[src/design/stlf_pkg.sv]
`timescale 1ns / 1ps
// ----------------------------------------------------------------------------
// stlf_pkg
// Shared constants, types and address helpers of the set-associative tag
// lookup engine with FIFO replacement.
// ----------------------------------------------------------------------------
package stlf_pkg;

    // Address layout: offset, then set index, then tag.
    localparam int ADDR_W      = 32;
    localparam int OFFSET_BITS = 6;
    localparam int SET_BITS    = 6;
    localparam int SETS        = 1 << SET_BITS;
    localparam int WAYS        = 16;
    localparam int TAG_W       = 20;
    localparam int AGE_W       = 5;
    localparam int WAY_W       = 4;
    localparam int WAY_IDX_W   = $clog2(WAYS);
    localparam int CNT_W       = $clog2(WAYS + 1);
    localparam int ENTRY_W     = SET_BITS + WAY_IDX_W;
    localparam int ENTRIES     = SETS << WAY_IDX_W;
    localparam int TAG_LSB     = OFFSET_BITS + SET_BITS;

    typedef logic [ADDR_W-1:0]    addr_t;
    typedef logic [SET_BITS-1:0]  set_idx_t;
    typedef logic [WAY_IDX_W-1:0] way_idx_t;
    typedef logic [WAY_W-1:0]     way_t;
    typedef logic [CNT_W-1:0]     cnt_t;
    typedef logic [ENTRY_W-1:0]   entry_t;
    typedef logic [TAG_W-1:0]     tag_t;
    typedef logic [AGE_W-1:0]     age_t;
    typedef logic [WAYS-1:0]      row_t;

    // Sequencer states.
    typedef enum logic [2:0] {
        ST_CLEAR,
        ST_IDLE,
        ST_SCAN,
        ST_DECIDE,
        ST_AGE,
        ST_RESP
    } state_t;

    // One way of the set as it comes out of the tag and age memories.
    typedef struct packed {
        logic     en;
        way_idx_t way;
        logic     line_valid;
        tag_t     tag;
        age_t     age;
    } scan_step_t;

    // Summary of a whole set after the scan.
    typedef struct packed {
        logic     hit;
        way_idx_t hit_way;
        logic     inv_found;
        way_idx_t inv_way;
        way_idx_t min_way;
        tag_t     min_tag;
    } scan_res_t;

    // Set index: low bits of the line number.
    function automatic set_idx_t addr_set(input addr_t addr);
        return addr[OFFSET_BITS +: SET_BITS];
    endfunction

    // Tag: line number above the set index, zero filled past the address top.
    function automatic tag_t addr_tag(input addr_t addr);
        logic [ADDR_W+TAG_W-1:0] ext;
        ext = {{TAG_W{1'b0}}, addr};
        return ext[TAG_LSB +: TAG_W];
    endfunction

endpackage

[src/design/stlf_scan.sv]
`timescale 1ns / 1ps
// ----------------------------------------------------------------------------
// stlf_scan
// Shared compare unit. Takes one way per cycle and accumulates the hit way,
// the first invalid way and the oldest way of the set.
// ----------------------------------------------------------------------------
module stlf_scan (
    input  logic                aclk,
    input  stlf_pkg::scan_step_t step,
    input  stlf_pkg::tag_t      key_tag,
    output stlf_pkg::scan_res_t res
);

    logic               hit_reg, hit_next;
    stlf_pkg::way_idx_t hit_way_reg, hit_way_next;
    logic               inv_reg, inv_next;
    stlf_pkg::way_idx_t inv_way_reg, inv_way_next;
    stlf_pkg::age_t     min_age_reg, min_age_next;
    stlf_pkg::way_idx_t min_way_reg, min_way_next;
    stlf_pkg::tag_t     min_tag_reg, min_tag_next;

    logic first;
    logic match;
    logic age_lt;

    // One tag comparator and one age comparator serve every way in turn.
    assign first  = (step.way == '0);
    assign match  = step.line_valid && (step.tag == key_tag);
    assign age_lt = (step.age < min_age_reg);

    // Accumulators restart on way zero; ties keep the lower way.
    always_comb begin
        hit_next     = hit_reg;
        hit_way_next = hit_way_reg;
        inv_next     = inv_reg;
        inv_way_next = inv_way_reg;
        min_age_next = min_age_reg;
        min_way_next = min_way_reg;
        min_tag_next = min_tag_reg;
        if (step.en) begin
            if (first) begin
                hit_next = match;
                inv_next = !step.line_valid;
            end else begin
                hit_next = hit_reg || match;
                inv_next = inv_reg || !step.line_valid;
            end
            if (match && (first || !hit_reg)) begin
                hit_way_next = step.way;
            end
            if (!step.line_valid && (first || !inv_reg)) begin
                inv_way_next = step.way;
            end
            if (first || age_lt) begin
                min_age_next = step.age;
                min_way_next = step.way;
                min_tag_next = step.tag;
            end
        end
    end

    always_ff @(posedge aclk) begin
        hit_reg     <= hit_next;
        hit_way_reg <= hit_way_next;
        inv_reg     <= inv_next;
        inv_way_reg <= inv_way_next;
        min_age_reg <= min_age_next;
        min_way_reg <= min_way_next;
        min_tag_reg <= min_tag_next;
    end

    assign res.hit       = hit_reg;
    assign res.hit_way   = hit_way_reg;
    assign res.inv_found = inv_reg;
    assign res.inv_way   = inv_way_reg;
    assign res.min_way   = min_way_reg;
    assign res.min_tag   = min_tag_reg;

endmodule

[config.mk]
export PLATFORM = sky130hd
export DESIGN_NAME = stlf_scan
export DESIGN_NICKNAME = d
export VERILOG_FILES = /design/src/design/stlf_pkg.sv /design/src/design/stlf_scan.sv
export SDC_FILE = /design/constraint.sdc
export NUM_CORES = 1
export LEC_CHECK = 0
export ABC_AREA = 1
export BUFFER_PORTS_ARGS = -buffer_cell sky130_fd_sc_hd__buf_4
export CAP_MARGIN = 20
export CORE_ASPECT_RATIO = 1.5
export CORE_MARGIN = 2
export CORE_UTILIZATION = 45
export DETAILED_ROUTE_END_ITERATION = 10
export PLACE_DENSITY = 0.78
export SKIP_CTS_REPAIR_TIMING = 1
export SKIP_LAST_GASP = 1
export SLEW_MARGIN = 5
export SYNTH_ARGS = -nofsm -noshare
export SYNTH_HDL_FRONTEND = slang
export SYNTH_SLANG_ARGS = --single-unit
[constraint.sdc]
create_clock -name aclk -period 4.6 [get_ports aclk]
set_clock_uncertainty 0.05 [all_clocks]
set_input_delay 0.46 -clock aclk [delete_from_list [all_inputs] [get_ports aclk]]
set_output_delay 0.46 -clock aclk [all_outputs]
set_load 0.02 [all_outputs]
Yosys cells after proc, flatten, opt, wreduce, memory -nomap -nowiden
Index checks and enable logic that the tools add are counted.
{"block": "word_totals", "regBits": 39, "inputBits": 52, "word_cells": 26}
{"block": "op_classes", "order_cmp": 1, "n_eq_ne": 1, "mux": 2, "reduce_logical": 15}
{"op": "$eq A20 B20 Y1", "n": 1}
{"op": "$reduce_and A2 Y1", "n": 3}
{"op": "$logic_or A1 B1 Y1", "n": 5}
{"op": "$lt A5 B5 Y1", "n": 1}
{"op": "$logic_not A4 Y1", "n": 1}
{"op": "$logic_and A1 B1 Y1", "n": 3}
{"op": "$logic_not A1 Y1", "n": 3}
{"op": "$mux W1", "n": 2}

Depth between registers and ports, before layout
{"block": "depth", "depth_word": 4, "mapped_depth": 8, "depth_no_buf": 8}

Worst setup path before layout
Ideal clock, no wire load.
{"block": "synth_timing", "path_type": "input port to flip-flop", "from": "input port step[4] in the netlist's numbering", "to": "register min_age_reg[0], enable pin", "arrival_ns": 3.154, "required_ns": 4.090, "path_slack_ns": 0.935, "cell_stages": 6, "path_buffers": 0, "cell_sequence": "ha_1 nand2_1 nor2_1 o21ai_0 o211ai_1 a21boi_0"}
{"block": "synth_between", "elab_chain_len": 3}
{"element": "from (decl)", "line": "stlf_scan.sv:9", "rtl": "input stlf_pkg::scan_step_t step,"}
{"element": "$lt A5 B5 Y1", "line": "stlf_scan.sv:29", "rtl": "assign age_lt = (step.age < min_age_reg);"}
{"element": "$logic_or A1 B1 Y1", "line": "stlf_scan.sv:54", "rtl": "if (first || age_lt) begin"}
{"element": "$reduce_and A2 Y1 (no line)"}
{"element": "to (signal assigned)", "line": "stlf_scan.sv:67", "rtl": "min_age_reg <= min_age_next;"}
{"element": "to (decl)", "line": "stlf_scan.sv:18", "rtl": "stlf_pkg::age_t min_age_reg, min_age_next;"}
Every way passes these cells.
A chain may end at the register's enable or synchronous reset.

Worst setup path after layout
{"block": "layout_timing", "from": "register min_age_reg[4]", "to": "register min_tag_reg[18], enable pin"}
{"block": "layout_between", "elab_chain_len": 3}
{"element": "$lt A5 B5 Y1", "line": "stlf_scan.sv:29"}
{"element": "$logic_or A1 B1 Y1", "line": "stlf_scan.sv:54"}
{"element": "$reduce_and A2 Y1 (no line)"}
{"element": "to (signal assigned)", "line": "stlf_scan.sv:69", "rtl": "min_tag_reg <= min_tag_next;"}
{"element": "to (decl)", "line": "stlf_scan.sv:20", "rtl": "stlf_pkg::tag_t min_tag_reg, min_tag_next;"}
Every way passes these cells.

==> impl_results.md <==
* Final GP Congestion at 0.724
* Synth Register Bits at 39
* Vias in the first global route at 1461
* Mapped Nets at 234
* Die X-Extent at 55.3 um
* Rel. slew slack at 34.9%
* Hold WC Path Type: input pin to flop
* Floorplan row count at 28
* Max H-tree Level at 2
* Synth top area share at 65.9%
* WHS at 0.309 ns
* I/O pin total at 86
* Post-DR vias/cell at 4.50
* Cell with the most instances after synthesis: nand2_1
* CP Capture Type: flop
* Core Util, Final at 66.2%
* WL per Instance at 11.2 um
* Num CTS Buffers at 5
* Core footprint at 3850 sq um
* CTS tree: yes
* Initial DRT Pass Iterations at 4
* P&R area growth vs syn at 43.6%
* Hold Violations, Final at 0
* Skew-Pair Late Insertion Delay at 0.28 ns
* Max-cap violations at 0
* Critical Path, Cell by Cell: inv_1 -> ha_1 -> nand2_1 -> nor2_1 -> o21ai_0 -> o211ai_1 -> a21boi_4
* Fill cells at 345
* Post-DP HPWL at 2850 um
* Cell count of the worst reg-to-reg path at 7
* Yosys warnings at 0
* Slowest-stage cell, CP: a21boi_4
* Static Leakage at 0.00129 uW
* Critical path type: flop to flop
* Max IR drop VDD at 0.249 mV
* Slew Viols, Final at 0
* Minimum clock period at 2.26 ns
* Gr ovfl total at 0
* Final #Nets at 324
* Status: completed
* Cell taking the most area after synthesis: edfxtp_1
* DP Cell Count at 306
* Total track usage at 17.1%
* Storage cell area at 1170 sq um
* Detailed-route via count at 1414
* Final Instance Count excl. Fillers at 314
* Initial Utilization at 46.1%
* DRC at 0
* Initial antenna violation count at 0
* Syn_area_per_cell at 9.98 sq um
* Leading cell types by count after synthesis: nand2_1, edfxtp_1, inv_1
* Pwr/cell area at 306 nW/um^2
* Worst Path Required at 4.46 ns
* Post-synth top flop: edfxtp_1
* First-pass GRT wire length at 5930 um
* Sequential area share after synthesis at 65.9%
* Fin crit share at 49.2%
* Synth unique cells at 17
* Achievable Freq at 0.442 GHz
* Die area at 4480 sq um
* Final setup fails at 0
* Clock buffer depth at 2
* Worst flop-to-flop path startpoint: min_age_reg[4]
* CP max FO at 29
* RSZ-0062 raised after global routing: no
* Worst setup path endpoint: min_tag_reg[18]
* Critical Path AT at 2.12 ns
* Diode count at 0
* Post-synth EDFFs at 39
* Total Power at 781 uW
* Pin count of the biggest net entering global routing at 30
* CTS Sinks at 39
* # port buffers at 85
* Clk slew on worst S/H paths at 0.07 ns
* Share of cells above drive strength 1 at 37.2%
* Die Y at 81.0 um
* DRT iter0 DRCs at 27
* Post-synthesis cell count at 178
* Crit start category: flop
* Footprint of the multi-input gates at 452 sq um
* Remaining antenna violation count after routing at 0
* Clock root buffer master: clkbuf_8
* R2R Setup Slk at 2.34 ns
* Worst Max-Slew Pin Slew at 0.974 ns
* Setup_tns at 0 ns
* FF-to-FF End: min_tag_reg[18]
* Area contributors post-synth: edfxtp_1, nand2_1, inv_1, ha_1, nor2_1
* Routed WL at 3510 um
* Max incr delay on CP at 0.80 ns
* Mapped Area at 1780 sq um
* Fraction of registers with async set/reset at 0%
* Worst setup path start: min_age_reg[4]
* Max reg flops at 20
-- stage by stage --
step / setup WS [ns] / instance area [sq um]
after floorplan: 0.935 / 1780
after global placement: 2.15 / 2470
after detailed placement: 2.07 / 2470
after CTS: 2.29 / 2550
after global routing: 2.13 / 2550
final: 2.34 / 2550
-- logic make-up after synthesis --
group,Yosys count,synth area share [%]
simple gates,86,19.5
buf+inv,42,9.30
flops,39,65.9
compound gates,6,1.97
fa+ha+maj,4,2.82
xor+xnor,1,0.493
-- layer usage --
layer / track usage [%] / vias to the layer above / routed length (um)
met5: 0 / - / 0
met1: 15.7 / 620 / 1110
met2: 33.8 / 59 / 2030
met4: 6.59 / 0 / 52
met3: 6.05 / 6 / 319
li1: - / 729 / -
-- critical path: cells and delay by family, from the launching register on --
kind | cells | cell delay (ns)
flops | 1 | 0.37
buf+inv | 1 | 0.06
fa+ha+maj | 1 | 0.23
compound gates | 3 | 1.03
simple gates | 2 | 0.14
-- power breakdown --
| part | switching, uW | internal (uW) | total, uW |
|---|---|---|---|
| Clock | 113 | 104 | 217 |
| Combinational | 75.1 | 64.9 | 140 |
| Sequential | 5.67 | 419 | 424 |
-- how the worst min path moves through the flow --
stage,slack [ns],endpoint,startpoint,depth (start not counted)
floorplan,0.48,inv_reg,inv_reg,2
global placement,0.51,inv_reg,inv_reg,2
detailed placement,0.52,inv_reg,inv_reg,2
CTS,0.30,min_tag_reg[12],step[17],1
global route,0.30,min_age_reg[0],step[0],1
finish,0.31,min_tag_reg[12],step[17],1
-- final cells by class --
| type | count | area share, % |
|---|---|---|
| Timing Repair Buffer | 85 | 25.0 |
| Inverter | 40 | 5.89 |
| Clock inverter | 3 | 0.589 |
| Tap cell | 45 | 2.21 |
| Sequential cell | 39 | 45.9 |
| Multi-Input combinational cell | 97 | 17.7 |
| Clock buffer | 5 | 2.70 |
-- cells in the final DEF, fill, tap and decap left out --
cell,instances
nand2_1,65
nand3_2,1
ha_1,4
o21ai_0,1
nor2_1,12
o21ai_1,1
a21oi_1,2
clkbuf_8,5
a21boi_4,1
o211ai_1,1
nor2_2,4
buf_4,85
inv_1,39
nand3_1,2
xnor2_1,1
or2_1,2
inv_2,1
edfxtp_1,39
clkinv_2,3
No activity file was read; power rests on OpenSTA's default activity.
