## config.mk

```make
export PLATFORM = sky130hd
export DESIGN_NAME = stlf_ram
export DESIGN_NICKNAME = d
export VERILOG_FILES = /design/src/design/stlf_ram.sv
export SDC_FILE = /design/constraint.sdc
export NUM_CORES = 1
export LEC_CHECK = 0
export ABC_CLOCK_PERIOD_IN_PS = 4350
export BUFFER_PORTS_ARGS = -buffer_cell sky130_fd_sc_hd__buf_2
export CAP_MARGIN = 20
export CORE_UTILIZATION = 65
export DETAILED_ROUTE_END_ITERATION = 10
export GPL_ROUTABILITY_DRIVEN = 0
export HOLD_SLACK_MARGIN = 0.15
export PLACE_DENSITY_LB_ADDON = 0.15
export SETUP_SLACK_MARGIN = 0.2
export SYNTH_ARGS = -nofsm -noshare
export SYNTH_HDL_FRONTEND = slang
export SYNTH_SLANG_ARGS = --single-unit
```

## constraint.sdc

```tcl
create_clock -name aclk -period 4.35 [get_ports aclk]
set_clock_uncertainty 0.15 [all_clocks]
set_input_delay 0.435 -clock aclk [delete_from_list [all_inputs] [get_ports aclk]]
set_output_delay 0.435 -clock aclk [all_outputs]
set_load 0.02 [all_outputs]
```

## src/design/stlf_ram.sv

```systemverilog
`timescale 1ns / 1ps
// ----------------------------------------------------------------------------
// stlf_ram
// Generic simple dual-port RAM: one write port, one read port with a
// registered read. Read data holds while no read is issued.
// ----------------------------------------------------------------------------
module stlf_ram #(
    parameter int WIDTH  = 8,
    parameter int DEPTH  = 16,
    parameter int ADDR_W = $clog2(DEPTH)
) (
    input  logic              aclk,
    input  logic              wr_en,
    input  logic [ADDR_W-1:0] wr_addr,
    input  logic [WIDTH-1:0]  wr_data,
    input  logic              rd_en,
    input  logic [ADDR_W-1:0] rd_addr,
    output logic [WIDTH-1:0]  rd_data
);

    logic [WIDTH-1:0] mem [DEPTH];
    logic [WIDTH-1:0] rd_data_reg;

    // Storage write and registered read.
    always_ff @(posedge aclk) begin
        if (wr_en) begin
            mem[wr_addr] <= wr_data;
        end
        if (rd_en) begin
            rd_data_reg <= mem[rd_addr];
        end
    end

    assign rd_data = rd_data_reg;

endmodule

```

; ---- After elaboration in Yosys (flattened, before gate mapping)
; Memories as Yosys holds them, arrays and structs flattened. A register that Yosys moved wholly into a read port is not among the register bits.
; Cells that the tools add are included.
[totals]
ff_bits = 0
ram_bits = 128
input_bits = 19
elab_cells = 3
out_inout_bits = 8
n_memories = 1
[classes]
muxes = 2
[memory_table]
columns = memory, words, word_bits, read_ports, rd_clocked_by_memory_dff, write_ports, line_no
row1 = mem, 16, 8, 1, 1, 1, 21  ; logic [WIDTH-1:0] mem [DEPTH];
[op_table]
columns = operator, count
row1 = $mux 1, 2

; ---- Depth between registers and ports, before layout
; Gate-level depths: netlist (run 1).
[logic_depth]
depth_word = 2
depth_mapped = 5

; ---- Least setup slack after synthesis (run 1)
; No wires, ideal clock.
[synth_timing]
path_type = input to register
from = in wr_addr[2]
to = mem mem[0][0] (enable)
t_required_ns = 3.817
path_stages = 2
path_slack_ns = 2.272
arrival_ns = 1.545
path_buffers = 0
path_cell_list = or3b_2 nor3_1
[synth_lines]
columns = item, line_no
row1 = "start, declared", 14  ; input logic [ADDR_W-1:0] wr_addr,
row2 = "end, declared", 21
; Straight into the memory's write port.

==> Implementation_results.wiki, run 1 <==
{| class="wikitable"
! Metric !! Value
|-
| Maximum number of pins on one net before global-route repair || 33
|-
| Critical path data required time || 4.46 ns
|-
| All-layer global routing usage || about a quarter
|-
| Share of the clock period used by the worst path after layout || between 50% and 60%
|-
| Max-slew violation total from the final report || 0
|-
| Post-CTS Resized || 0
|-
| Slowest cell delay on critical path || approximately 0.76 ns
|-
| RSZ-0062 raised after global routing || false
|-
| Count of final hold-check violations || 0
|-
| Share of layout cells above drive strength 1 || between 20% and 30%
|-
| Leakage power figure || between 2 and 2.5 nW
|-
| Number of max-cap violations || 0
|-
| HPWL after DPL || 5450 µm
|-
| Number of flip-flops under the largest register name || 128
|-
| Actual transition at the worst max-transition pin || around 1.0 ns
|-
| Max H-tree Level || 4
|-
| Cell count after synthesis || roughly 230
|-
| Worst slew slack as a fraction of its limit || 32.3%
|-
| DRC || 0
|-
| Share of synthesized registers carrying an async set or reset || 0%
|-
| Worst endpoint data arrival time || 2.30 ns
|-
| Register-to-register setup slack || roughly 2.6 ns
|-
| Row cnt || 32
|-
| Class of the most critical hold timing path || in -> reg
|-
| Cell with the biggest individual delay on the critical path || sky130_fd_sc_hd__buf_2
|-
| Top Family by Delay on Critical Path || buffers and inverters
|-
| Cell types with the largest area share after synthesis || sky130_fd_sc_hd__edfxtp_1 (78%), sky130_fd_sc_hd__mux4_2 (7.8%), sky130_fd_sc_hd__mux4_1 (7.0%), sky130_fd_sc_hd__a22oi_1 (2.3%), sky130_fd_sc_hd__nor2_1 (0.93%)
|-
| Area enclosed by the die boundary || ~8400 µm²
|-
| Diodes inserted || 0
|-
| Final min period || approximately 2.2 ns
|-
| Most used flip-flop cell after synthesis || sky130_fd_sc_hd__edfxtp_1
|-
| Most common library cells after synthesis || sky130_fd_sc_hd__edfxtp_1 (136), sky130_fd_sc_hd__mux4_2 (18), sky130_fd_sc_hd__a22oi_1 (16)
|-
| Cell area after synthesis || between 5000 and 6000 µm²
|-
| Global-route wire length before repair || 15000 µm
|-
| Cell area power density || slightly above 500 nW/µm²
|-
| Kind of critical path || in -> reg
|-
| 1st-iter DRT viols || ~260
|-
| # nets final || between 200 and 300
|-
| Clk pin slew, worst setup/hold paths || 0.06 ns
|-
| Largest vdd supply drop || around 0.35 mV
|-
| Routed wire length || 10100 µm
|-
| Buffers on Ports || 26
|-
| Vias per inst || approximately 6.4
|-
| Clock tree root buffer cell || sky130_fd_sc_hd__clkbuf_8
|-
| Die span in x || approximately 90 µm
|-
| Number of buffers inserted during clock tree synthesis || 17
|-
| Number of synthesized flops with an enable pin || roughly 140
|-
| Pwr Total || approximately 0.0032 W
|-
| Highest clock frequency the design can meet || roughly 460 MHz
|-
| Startpoint kind of the worst setup timing path || input pin
|-
| Residual overflow from global routing || 0
|-
| Core area || about 7800 µm²
|-
| Routed length per placed instance || around 26 µm
|-
| Via count of the first global-routing pass || between 2000 and 3000
|-
| # setup viols final || 0
|-
| Synth Register Bits || between 100 and 150
|-
| Effective utilization at floorplan || about two thirds
|-
| P&R area growth vs syn || 17.2%
|-
| Y dimension of the die || between 90 and 100 µm
|-
| Summed negative setup slack over all endpoints || 0 ns
|-
| Fraction of synthesized cell area taken by the top area cell type || about 78%
|-
| DRT antenna net count || 0
|-
| Count of buffering cells on the critical path with inverters included || 1
|-
| Deepest clock path buffer count || 2
|-
| CTS sink cnt || between 100 and 150
|-
| I/O pin total || 27
|-
| First-pass detailed-route iteration total || 5
|-
| Most repeated cell in the gate-level netlist after synthesis || sky130_fd_sc_hd__edfxtp_1
|-
| Clock latency reported for the late side of the worst-skew pair || ~0.52 ns
|-
| Critical path endpoint category || flip-flop
|-
| Syn. warnings || 0
|-
| Seq/Total Area, Yosys || roughly 78%
|-
| List of cells traversed by the critical path || buf_2, mux4_1, a22oi_1, nand2_1
|-
| Result of the run || finished, final reports clean
|-
| Worst-path maximum fanout || 32
|-
| Mapped Avg Cell Area || 22.8 µm²
|-
| Synthesized net count || around 250
|-
| Top cell type by total area after synthesis || sky130_fd_sc_hd__edfxtp_1
|-
| Routed via count || 2498
|-
| Number of distinct standard cells referenced by the synthesized netlist || 18
|-
| Initial antenna violation count || 0
|-
| CTS tree || done
|}
==> cell usage in the layout (no fill, tap or decap), types with 2 or more instances in the layout <==
| cell type | Yosys | layout |
|---|---|---|
| sky130_fd_sc_hd__mux4_2 | 18 | 18 |
| sky130_fd_sc_hd__clkinvlp_4 | 0 | 3 |
| sky130_fd_sc_hd__clkinv_4 | 0 | 2 |
| sky130_fd_sc_hd__a22oi_1 | 16 | 16 |
| sky130_fd_sc_hd__buf_4 | 1 | 4 |
| sky130_fd_sc_hd__dlygate4sd3_1 | 0 | 6 |
| sky130_fd_sc_hd__mux4_1 | 14 | 14 |
| sky130_fd_sc_hd__bufinv_16 | 0 | 5 |
| sky130_fd_sc_hd__buf_2 | 3 | 26 |
| sky130_fd_sc_hd__nor3_1 | 4 | 4 |
| sky130_fd_sc_hd__clkinv_1 | 0 | 2 |
| sky130_fd_sc_hd__nand2_1 | 9 | 9 |
| sky130_fd_sc_hd__edfxtp_1 | 136 | 136 |
| sky130_fd_sc_hd__nand3b_1 | 2 | 2 |
| sky130_fd_sc_hd__clkbuf_16 | 0 | 16 |
| sky130_fd_sc_hd__nand2b_1 | 2 | 2 |
| sky130_fd_sc_hd__nor2_1 | 13 | 13 |
| sky130_fd_sc_hd__inv_6 | 0 | 3 |
==> area by class of cell <==
| class | instances | area (µm²) |
|---|---|---|
| Multi-Input combinational cell | 83 | 1060 |
| Clock buffer | 17 | 414 |
| Fill cell | 384 | 1640 |
| Tap cell | 102 | 128 |
| Sequential cell | 136 | 4080 |
| Timing Repair Buffer | 36 | 220 |
| Clock inverter | 15 | 224 |
==> what timing repair did <==
| action | 4_1_cts | 5_1_grt |
|---|---|---|
| hold buffers | 6 | 0 |
| hold endpoints to repair | 88 | 0 |
| buffers inserted | 0 | 0 |
| setup endpoints to repair | 0 | 0 |
==> kinds of logic (layout without fill, tap and decap cells) <==
kind of cell	count (synthesis)	in the layout	synth area share (%)
AO/OA/AOI/OAI	16	16	2.30
buffers and inverters	10	68	1.65
flip-flops	136	136	78.1
multiplexers	32	32	14.8
AND/OR/NAND/NOR	35	35	3.14
==> per-stage QoR <==
stage | worst slack, ns | util [%] | area (µm²) | hold WS (ns) | cells
detailed placement | 1.58 | 69.9 | 5430 | 0.570 | 351
finish | 2.16 | 78.9 | 6130 | 0.157 | 389
floorplan | 2.27 | - | 5230 | 0.384 | 229
CTS | 2.14 | 78.9 | 6130 | 0.153 | 389
global route | 2.03 | 78.9 | 6130 | 0.160 | 389
global placement | 1.58 | 69.9 | 5430 | 0.586 | 351
==> worst paths after layout <==
kind / from / endpoint / depth (start not counted)
worst max register to register: mem[9][1]$_DFFE_PP_ / rd_data[1]$_DFFE_PP_ / 3
worst min register to register: mem[8][5]$_DFFE_PP_ / rd_data[5]$_DFFE_PP_ / 3
worst max-delay path: rd_addr[0] / rd_data[0]$_DFFE_PP_ / 4
worst min-delay path: wr_data[0] / mem[15][0]$_DFFE_PP_ / 1
==> routing by layer <==
layer / vias to the layer above / track usage, % / wire (µm)
li1: 1075 / - / -
met3: 10 / 6.72 / 631
met1: 1297 / 37.4 / 4100
met5: - / 0 / 0
met4: 0 / 8.47 / 115
met2: 116 / 42.3 / 5200
==> worst reg2reg max path: cells and delay by family (launching register included) <==
| family | cells | cell delay (ns) |
|---|---|---|
| compound gates | 1 | 0.28 |
| simple gates | 1 | 0.10 |
| flops | 1 | 0.39 |
| mux | 1 | 0.56 |
==> report_power, final <==
group          switching [W]  internal (W)  total, W
clock               0.000540      0.000991   0.00153
sequential        0.00000932       0.00148   0.00149
combinational      0.0000817     0.0000551  0.000137
total               0.000631       0.00252   0.00315
Power figures use the tool's default switching activity.
==> inputs of run 2 (changes only) <==
Settings changed: ABC_AREA set to 1, ABC_CLOCK_PERIOD_IN_PS 4350 to 2150, CORE_UTILIZATION 65 to 61.
Clock period 4.35 ns to 2.15 ns, I/O delays scaled along.
==> run 2 against run 1 <==
The flow now finishes with violations (design-rule violations). Core utilization decreased by 6.5 points. Area after synthesis up 12%. Die area is 19% higher. Worst setup slack worse by 1.5 ns. Global-route usage increased by 1.5 points. Critical endpoint is now rd_data[0]. Highest routed layer unchanged.
==> Implementation_results.wiki, run 2 <==
{| class="wikitable"
! Metric !! Value
|-
| Highest-count cells in the layout ignoring fill and taps || sky130_fd_sc_hd__nand2_1 (173), sky130_fd_sc_hd__edfxtp_1 (136), sky130_fd_sc_hd__inv_1 (100)
|-
| Summed negative setup slack over all endpoints || 0 ns
|-
| Kind of critical path || reg -> out
|-
| Failing checks || design-rule violations
|-
| Clk pin slew, worst setup/hold paths || 0.06 ns
|-
| Worst slew slack as a fraction of its limit || 46.8%
|-
| Number of synthesized flops with an enable pin || around 140
|-
| Xor/xnor share of the synthesized area || 0%
|-
| Core area || 9280 µm²
|-
| Most common cell after layout, fill and taps aside || sky130_fd_sc_hd__nand2_1
|-
| CTS sink cnt || 136
|-
| Cell count after synthesis || 551
|-
| Multi-input gate area || ~1200 µm²
|-
| Number of setup buffers added after CTS || 0
|-
| Cell area power density || between 800 and 900 nW/µm²
|-
| Most used flip-flop cell after synthesis || sky130_fd_sc_hd__edfxtp_1
|-
| DRT antenna net count || 0
|-
| All-layer global routing usage || between 20% and 30%
|-
| List of cells traversed by the critical path || buf_2
|-
| Switching power share of the total || 23.0%
|-
| Actual transition at the worst max-transition pin || approximately 0.79 ns
|-
| Count of final hold-check violations || 0
|-
| Clock group share of total power || 43.8%
|-
| Fraction of synthesized cell area taken by the top area cell type || 69.8%
|-
| Clock tree root buffer cell || sky130_fd_sc_hd__clkbuf_8
|-
| Effective utilization at floorplan || 63.0%
|-
| RSZ-0062 raised after global routing || false
|-
| Highest clock frequency the design can meet || around 670 MHz
|-
| Diodes inserted || 0
|-
| Number of buffers inserted during clock tree synthesis || 17
|-
| Mapped Avg Cell Area || 10.6 µm²
|-
| Adder-cell share of the synthesized area || 0%
|-
| Relative contribution of combinational cells to total power || between 6 and 7%
|-
| Worst-path maximum fanout || 1
|-
| Routed length on met2 || roughly 6300 µm
|-
| Largest vdd supply drop || ~0.62 mV
|-
| Share of synthesized registers carrying an async set or reset || 0%
|-
| Synthesized net count || 570
|-
| Worst endpoint data arrival time || approximately 1.1 ns
|-
| Syn. warnings || 0
|-
| Residual overflow from global routing || 0
|-
| DP Worst Slack || 0.426 ns
|-
| DRC || 1
|-
| Result of the run || finished with violations
|-
| Mux share of post-synthesis cell area || 0%
|-
| Routed wire length || 12800 µm
|-
| Cell types with the largest area share after synthesis || sky130_fd_sc_hd__edfxtp_1 (70%), sky130_fd_sc_hd__nand2_1 (11%), sky130_fd_sc_hd__nand3_1 (8.3%), sky130_fd_sc_hd__inv_1 (6.4%), sky130_fd_sc_hd__buf_6 (1.2%)
|-
| Register area || a little over 4000 µm²
|-
| Simple-gate area share of the yosys netlist || a little over 20%
|-
| Portion of total power attributed to sequential cells || between 40% and 50%
|-
| Leakage power figure || between 2 and 3 nW
|-
| HPWL after DPL || ~7700 µm
|-
| Initial antenna violation count || 0
|-
| Die span in x || about 100 µm
|-
| Max H-tree Level || 4
|-
| Top cell type by total area after synthesis || sky130_fd_sc_hd__edfxtp_1
|-
| Most common library cells after synthesis || sky130_fd_sc_hd__nand2_1 (173), sky130_fd_sc_hd__edfxtp_1 (136), sky130_fd_sc_hd__inv_1 (100)
|-
| Largest family of logic cells by synthesized area || simple AND/OR/NAND/NOR gates
|-
| Global-route wire length before repair || between 20000 and 25000 µm
|-
| Class of the most critical hold timing path || in -> reg
|-
| Number of max-cap violations || 0
|-
| Via count of the first global-routing pass || around 3900
|-
| Share of the clock period used by the worst path after layout || a little over two thirds
|-
| Pint || about 0.0046 W
|-
| Startpoint kind of the worst setup timing path || flip-flop
|-
| Cell area after synthesis || just under 6000 µm²
|-
| Y dimension of the die || between 90 and 100 µm
|-
| Count of buffering cells on the critical path with inverters included || 1
|-
| Cell with the biggest individual delay on the critical path || sky130_fd_sc_hd__edfxtp_1
|-
| Final min period || ~1.5 ns
|-
| Vias per inst || about 5.3
|-
| P&R area growth vs syn || 14.9%
|-
| CTS tree || done
|-
| Clock latency reported for the late side of the worst-skew pair || approximately 0.53 ns
|-
| Synth Register Bits || ~140
|-
| Buffers on Ports || 26
|-
| 1st-iter DRT viols || 345
|-
| Final setup slack of the worst path || 0.658 ns
|-
| Seq/Total Area, Yosys || between 60 and 70%
|-
| Critical path data required time || around 1.8 ns
|-
| Deepest clock path buffer count || 2
|-
| Share of layout cells above drive strength 1 || between 10% and 20%
|-
| # setup viols final || 0
|-
| Met1 WL || 5320 µm
|-
| Fraction of the mapped netlist area in compound gates || 0%
|-
| Slowest cell delay on critical path || about 0.42 ns
|-
| First-pass detailed-route iteration total || 8
|-
| Top sig layer || met4
|-
| Area enclosed by the die boundary || between 9000 and 10000 µm²
|-
| Routed wl met3 || roughly 810 µm
|-
| Maximum number of pins on one net before global-route repair || 65
|-
| # nets final || between 600 and 700
|-
| Routed length per placed instance || between 15 and 20 µm
|-
| Number of distinct standard cells referenced by the synthesized netlist || 11
|-
| Top Family by Delay on Critical Path || flip-flops
|-
| Critical path endpoint category || output port
|-
| Most repeated cell in the gate-level netlist after synthesis || sky130_fd_sc_hd__nand2_1
|-
| I/O pin total || 27
|-
| Row cnt || 35
|-
| Total net switching power || roughly 0.0014 W
|-
| Number of flip-flops under the largest register name || 128
|-
| Routed via count || 3874
|-
| Fill count || slightly below 700
|-
| Max-slew violation total from the final report || 0
|}
## run 2: layout make-up
type	count	share of cell area, %
Timing Repair Buffer	48	4.96
Clock buffer	18	6.22
Multi-Input combinational cell	289	18.1
Inverter	102	5.70
Clock inverter	14	1.84
Sequential cell	136	60.8
Tap cell	129	2.40
## run 2: metrics by stage
stage	util (%)	instance area, µm²	total power (W)	cells	hold WS (ns)
global route	72.3	6720	0.00618	736	0.193
global placement	65.4	6070	0.00341	694	0.432
CTS	72.3	6720	0.00604	736	0.155
floorplan	-	5850	0.00328	551	0.164
detailed placement	65.4	6070	0.00342	694	0.435
finish	72.3	6720	0.00602	736	0.176
## run 2: kinds of logic after synthesis
family | after synthesis
buffers and inverters | 126
flip-flops | 136
AND/OR/NAND/NOR | 289
## run 2: worst paths after layout
kind                                            from                    to  slack, ns  cells past startpoint
worst max-delay path            rd_data[0]$_DFFE_PP_            rd_data[0]       0.66                      1
worst min-delay path                      wr_addr[2]   mem[5][7]$_DFFE_PP_       0.18                      3
worst max register to register   mem[6][1]$_DFFE_PP_  rd_data[1]$_DFFE_PP_       0.80                      6
worst min register to register  mem[13][2]$_DFFE_PP_  rd_data[2]$_DFFE_PP_       0.61                      6
## run 2: power by group through the flow
stage                     logic [W]  registers [W]  clock network, W
after global routing       0.000416        0.00301           0.00275
after detailed placement   0.000359        0.00306                 0
final                      0.000379        0.00300           0.00263
after global placement     0.000354        0.00306                 0
after floorplan            0.000209        0.00307                 0
after CTS                  0.000377        0.00300           0.00266
## run 2: metal layers
| metal | vias to the layer above | global-route usage [%] |
|---|---|---|
| met5 | - | 0 |
| li1 | 1874 | - |
| met4 | 0 | 12.1 |
| met1 | 1825 | 36.4 |
| met2 | 146 | 46.1 |
| met3 | 29 | 6.82 |
## run 2: timing repair
item                      CTS  global route
resized for setup           0             0
hold endpoints to repair  144             0
hold buffers               10             0
==> inputs of run 3 (changes only) <==
Settings changed: ABC_AREA 1 to 0, ABC_CLOCK_PERIOD_IN_PS 2150 to 1280, CORE_UTILIZATION 61 to 54.
Clock period 2.15 ns to 1.28 ns, I/O delays scaled along.
==> run 3 against run 2 <==
The flow finishes with violations (negative setup slack). Core utilization grew 0.10 points. Hold slack lost 0.13 ns. Register-to-register slack lost 1.1 ns. Global-route usage shrank 5.9 points. Clock-buffer cell count is the same. Worst setup slack lost 0.92 ns. Sequential share of layout area shrank 0.37 points. First-iteration DRC count shrank 48%. Power grew 74%. Die area grew 0.97%. Critical path depth grew 2. Sequential power grew 68%. Critical path type is now reg -> reg. Critical endpoint is now rd_data[0]$_DFFE_PP_. Largest power group unchanged.
==> Implementation_results.wiki, run 3 (synthesis gave the netlist of run 1 again) <==
{| class="wikitable"
! Metric !! Value
|-
| Result of the run || finished with violations
|-
| Failing checks || negative setup slack
|-
| Timing startpoint of the critical path || mem[11][0]$_DFFE_PP_
|-
| 1st-iter DRT viols || approximately 180
|-
| HPWL after DPL || around 6200 µm
|-
| List of cells traversed by the critical path || mux4_2, a22oi_1, nand2_1
|-
| Worst endpoint data arrival time || 1.66 ns
|-
| Routed wire length || ~9700 µm
|-
| Class of the most critical hold timing path || in -> reg
|-
| Highest clock frequency the design can meet || around 650 MHz
|-
| Final min period || ~1.5 ns
|-
| Area enclosed by the die boundary || between 10000 and 15000 µm²
|-
| Share of the clock period used by the worst path after layout || 121%
|-
| Number of buffers inserted during clock tree synthesis || 17
|-
| Critical path data required time || 1.40 ns
|-
| FF-to-FF Start || mem[11][0]$_DFFE_PP_
|-
| Post-route insts no fill || 446
|-
| Share of layout cells above drive strength 1 || about 47%
|-
| Critical path endpoint category || flip-flop
|-
| Routed length per placed instance || 21.7 µm
|-
| Startpoint kind of the worst setup timing path || flip-flop
|-
| Core area || roughly 9300 µm²
|-
| Routed via count || between 2000 and 3000
|-
| Highest-count cells in the layout ignoring fill and taps || sky130_fd_sc_hd__edfxtp_1 (136), sky130_fd_sc_hd__mux4_2 (32), sky130_fd_sc_hd__buf_2 (18), sky130_fd_sc_hd__buf_12 (18), sky130_fd_sc_hd__clkbuf_16 (16)
|-
| Max H-tree Level || 4
|-
| DRC || 0
|-
| Leakage power figure || between 2 and 2.5 nW
|-
| Count of final hold-check violations || 0
|-
| Clock latency reported for the late side of the worst-skew pair || about 0.52 ns
|-
| Most common cell after layout, fill and taps aside || sky130_fd_sc_hd__edfxtp_1
|-
| CTS tree || done
|-
| DRT antenna net count || 0
|-
| Die span in x || between 100 and 150 µm
|-
| Total of hold buffers inserted after clock tree synthesis || 9
|-
| # nets final || between 300 and 400
|-
| Number of flip-flops under the largest register name || between 100 and 150
|-
| Worst slew slack as a fraction of its limit || about 45%
|-
| Number of max-cap violations || 0
|-
| Buffers on Ports || 26
|-
| Residual overflow from global routing || 0
|-
| Count of buffering cells on the critical path with inverters included || 0
|-
| Final setup slack of the worst path || -0.263 ns
|-
| Actual transition at the worst max-transition pin || just over 0.8 ns
|-
| Cell with the biggest individual delay on the critical path || sky130_fd_sc_hd__mux4_2
|-
| Cell area power density || between 1500 and 2000 nW/µm²
|-
| Pwr Total || 0.0105 W
|-
| I/O pin total || 27
|-
| Diodes inserted || 0
|-
| All-layer global routing usage || 22.3%
|-
| Initial antenna violation count || 0
|-
| Slowest cell delay on critical path || between 0.4 and 0.5 ns
|-
| RSZ-0062 raised after global routing || true
|-
| Via count of the first global-routing pass || roughly 2700
|-
| P&R area growth vs syn || 29.3%
|-
| Maximum number of pins on one net before global-route repair || 22
|-
| Max-slew violation total from the final report || 0
|-
| Effective utilization at floorplan || between 50% and 60%
|-
| Deepest clock path buffer count || 2
|-
| Worst-path maximum fanout || 1
|-
| Min-delay src || wr_addr[0]
|-
| Y dimension of the die || approximately 100 µm
|-
| Row cnt || 35
|-
| Kind of critical path || reg -> reg
|-
| CTS sink cnt || roughly 140
|-
| Vias per inst || 5.65
|-
| Top Family by Delay on Critical Path || multiplexers
|-
| Clk pin slew, worst setup/hold paths || roughly 0.060 ns
|-
| Clock tree root buffer cell || sky130_fd_sc_hd__clkbuf_8
|-
| Largest vdd supply drop || 0.677 mV
|-
| Global-route wire length before repair || 15200 µm
|-
| Placed cells || approximately 410
|-
| # setup viols final || 16
|-
| First-pass detailed-route iteration total || 6
|}
run 3: changes by cell type in the layout (fill, tap and decap cells not counted), sizes merged, moves of 2 or more:
| cell | previous run | this run |
|---|---|---|
| mux4 | 0 | 32 |
| nor2 | 17 | 13 |
| inv | 105 | 2 |
| nand2b | 0 | 2 |
| nand3 | 97 | 1 |
| bufinv | 1 | 3 |
| nor3 | 0 | 4 |
| nand2 | 173 | 9 |
| a22oi | 0 | 16 |
| buf | 38 | 57 |
run 3: what timing repair did:
item                       in CTS  in global routing
hold endpoints to repair      232                 60
gates resized for setup        20                  6
pin swaps                       2                  0
setup endpoints to repair      16                 16
buffers inserted                0                  0
run 3: layout make-up:
type                       instances  area [µm²]
clock buffer                      18         418
clock inverter                    14         174
fill                             537        2570
multi-input combinational         83        1190
sequential                       136        4080
tap                              129         161
timing repair buffer              66         728
run 3: worst paths after layout:
kind                          end  slack, ns  cells after the start
max          rd_data[0]$_DFFE_PP_      -0.26                      3
min          mem[15][4]$_DFFE_PP_       0.04                      4
max reg2reg  rd_data[0]$_DFFE_PP_      -0.26                      3
min reg2reg  rd_data[6]$_DFFE_PP_       0.62                      3
run 3: report_power, final:
group	internal, W	switching (W)
clock	0.00297	0.00179
sequential	0.00502	0.0000352
combinational	0.000313	0.000334
run 3: stage by stage:
stage | util [%] | instance area, µm² | setup WS [ns] | hold slack (ns) | TNS [ns]
2_1_floorplan | - | 5360 | -0.198 | 0.0769 | -3.29
4_1_cts | 72.3 | 6740 | -0.263 | 0.0293 | -2.70
5_1_grt | 72.4 | 6760 | -0.329 | 0.0448 | -3.24
6_report | 72.4 | 6760 | -0.263 | 0.0415 | -2.49
3_3_place_gp | 64.2 | 5990 | -0.481 | 0.374 | -18.81
3_5_place_dp | 64.2 | 5990 | -0.514 | 0.381 | -20.66
run 3: tightest hold or removal path, cell delays in order:
cell and delay, ns:
sky130_fd_sc_hd__buf_2 0.12, sky130_fd_sc_hd__nand2_1 0.08, sky130_fd_sc_hd__buf_4 0.14, sky130_fd_sc_hd__nor2_4 0.07
run 3: layer usage:
layer | up-vias | track usage [%] | wire length, µm
met5 | - | 0 | 0
met4 | 0 | 9.48 | 195
met3 | 22 | 5.78 | 397
met2 | 70 | 36.5 | 5030
met1 | 1308 | 28.8 | 4050
li1 | 1120 | - | -
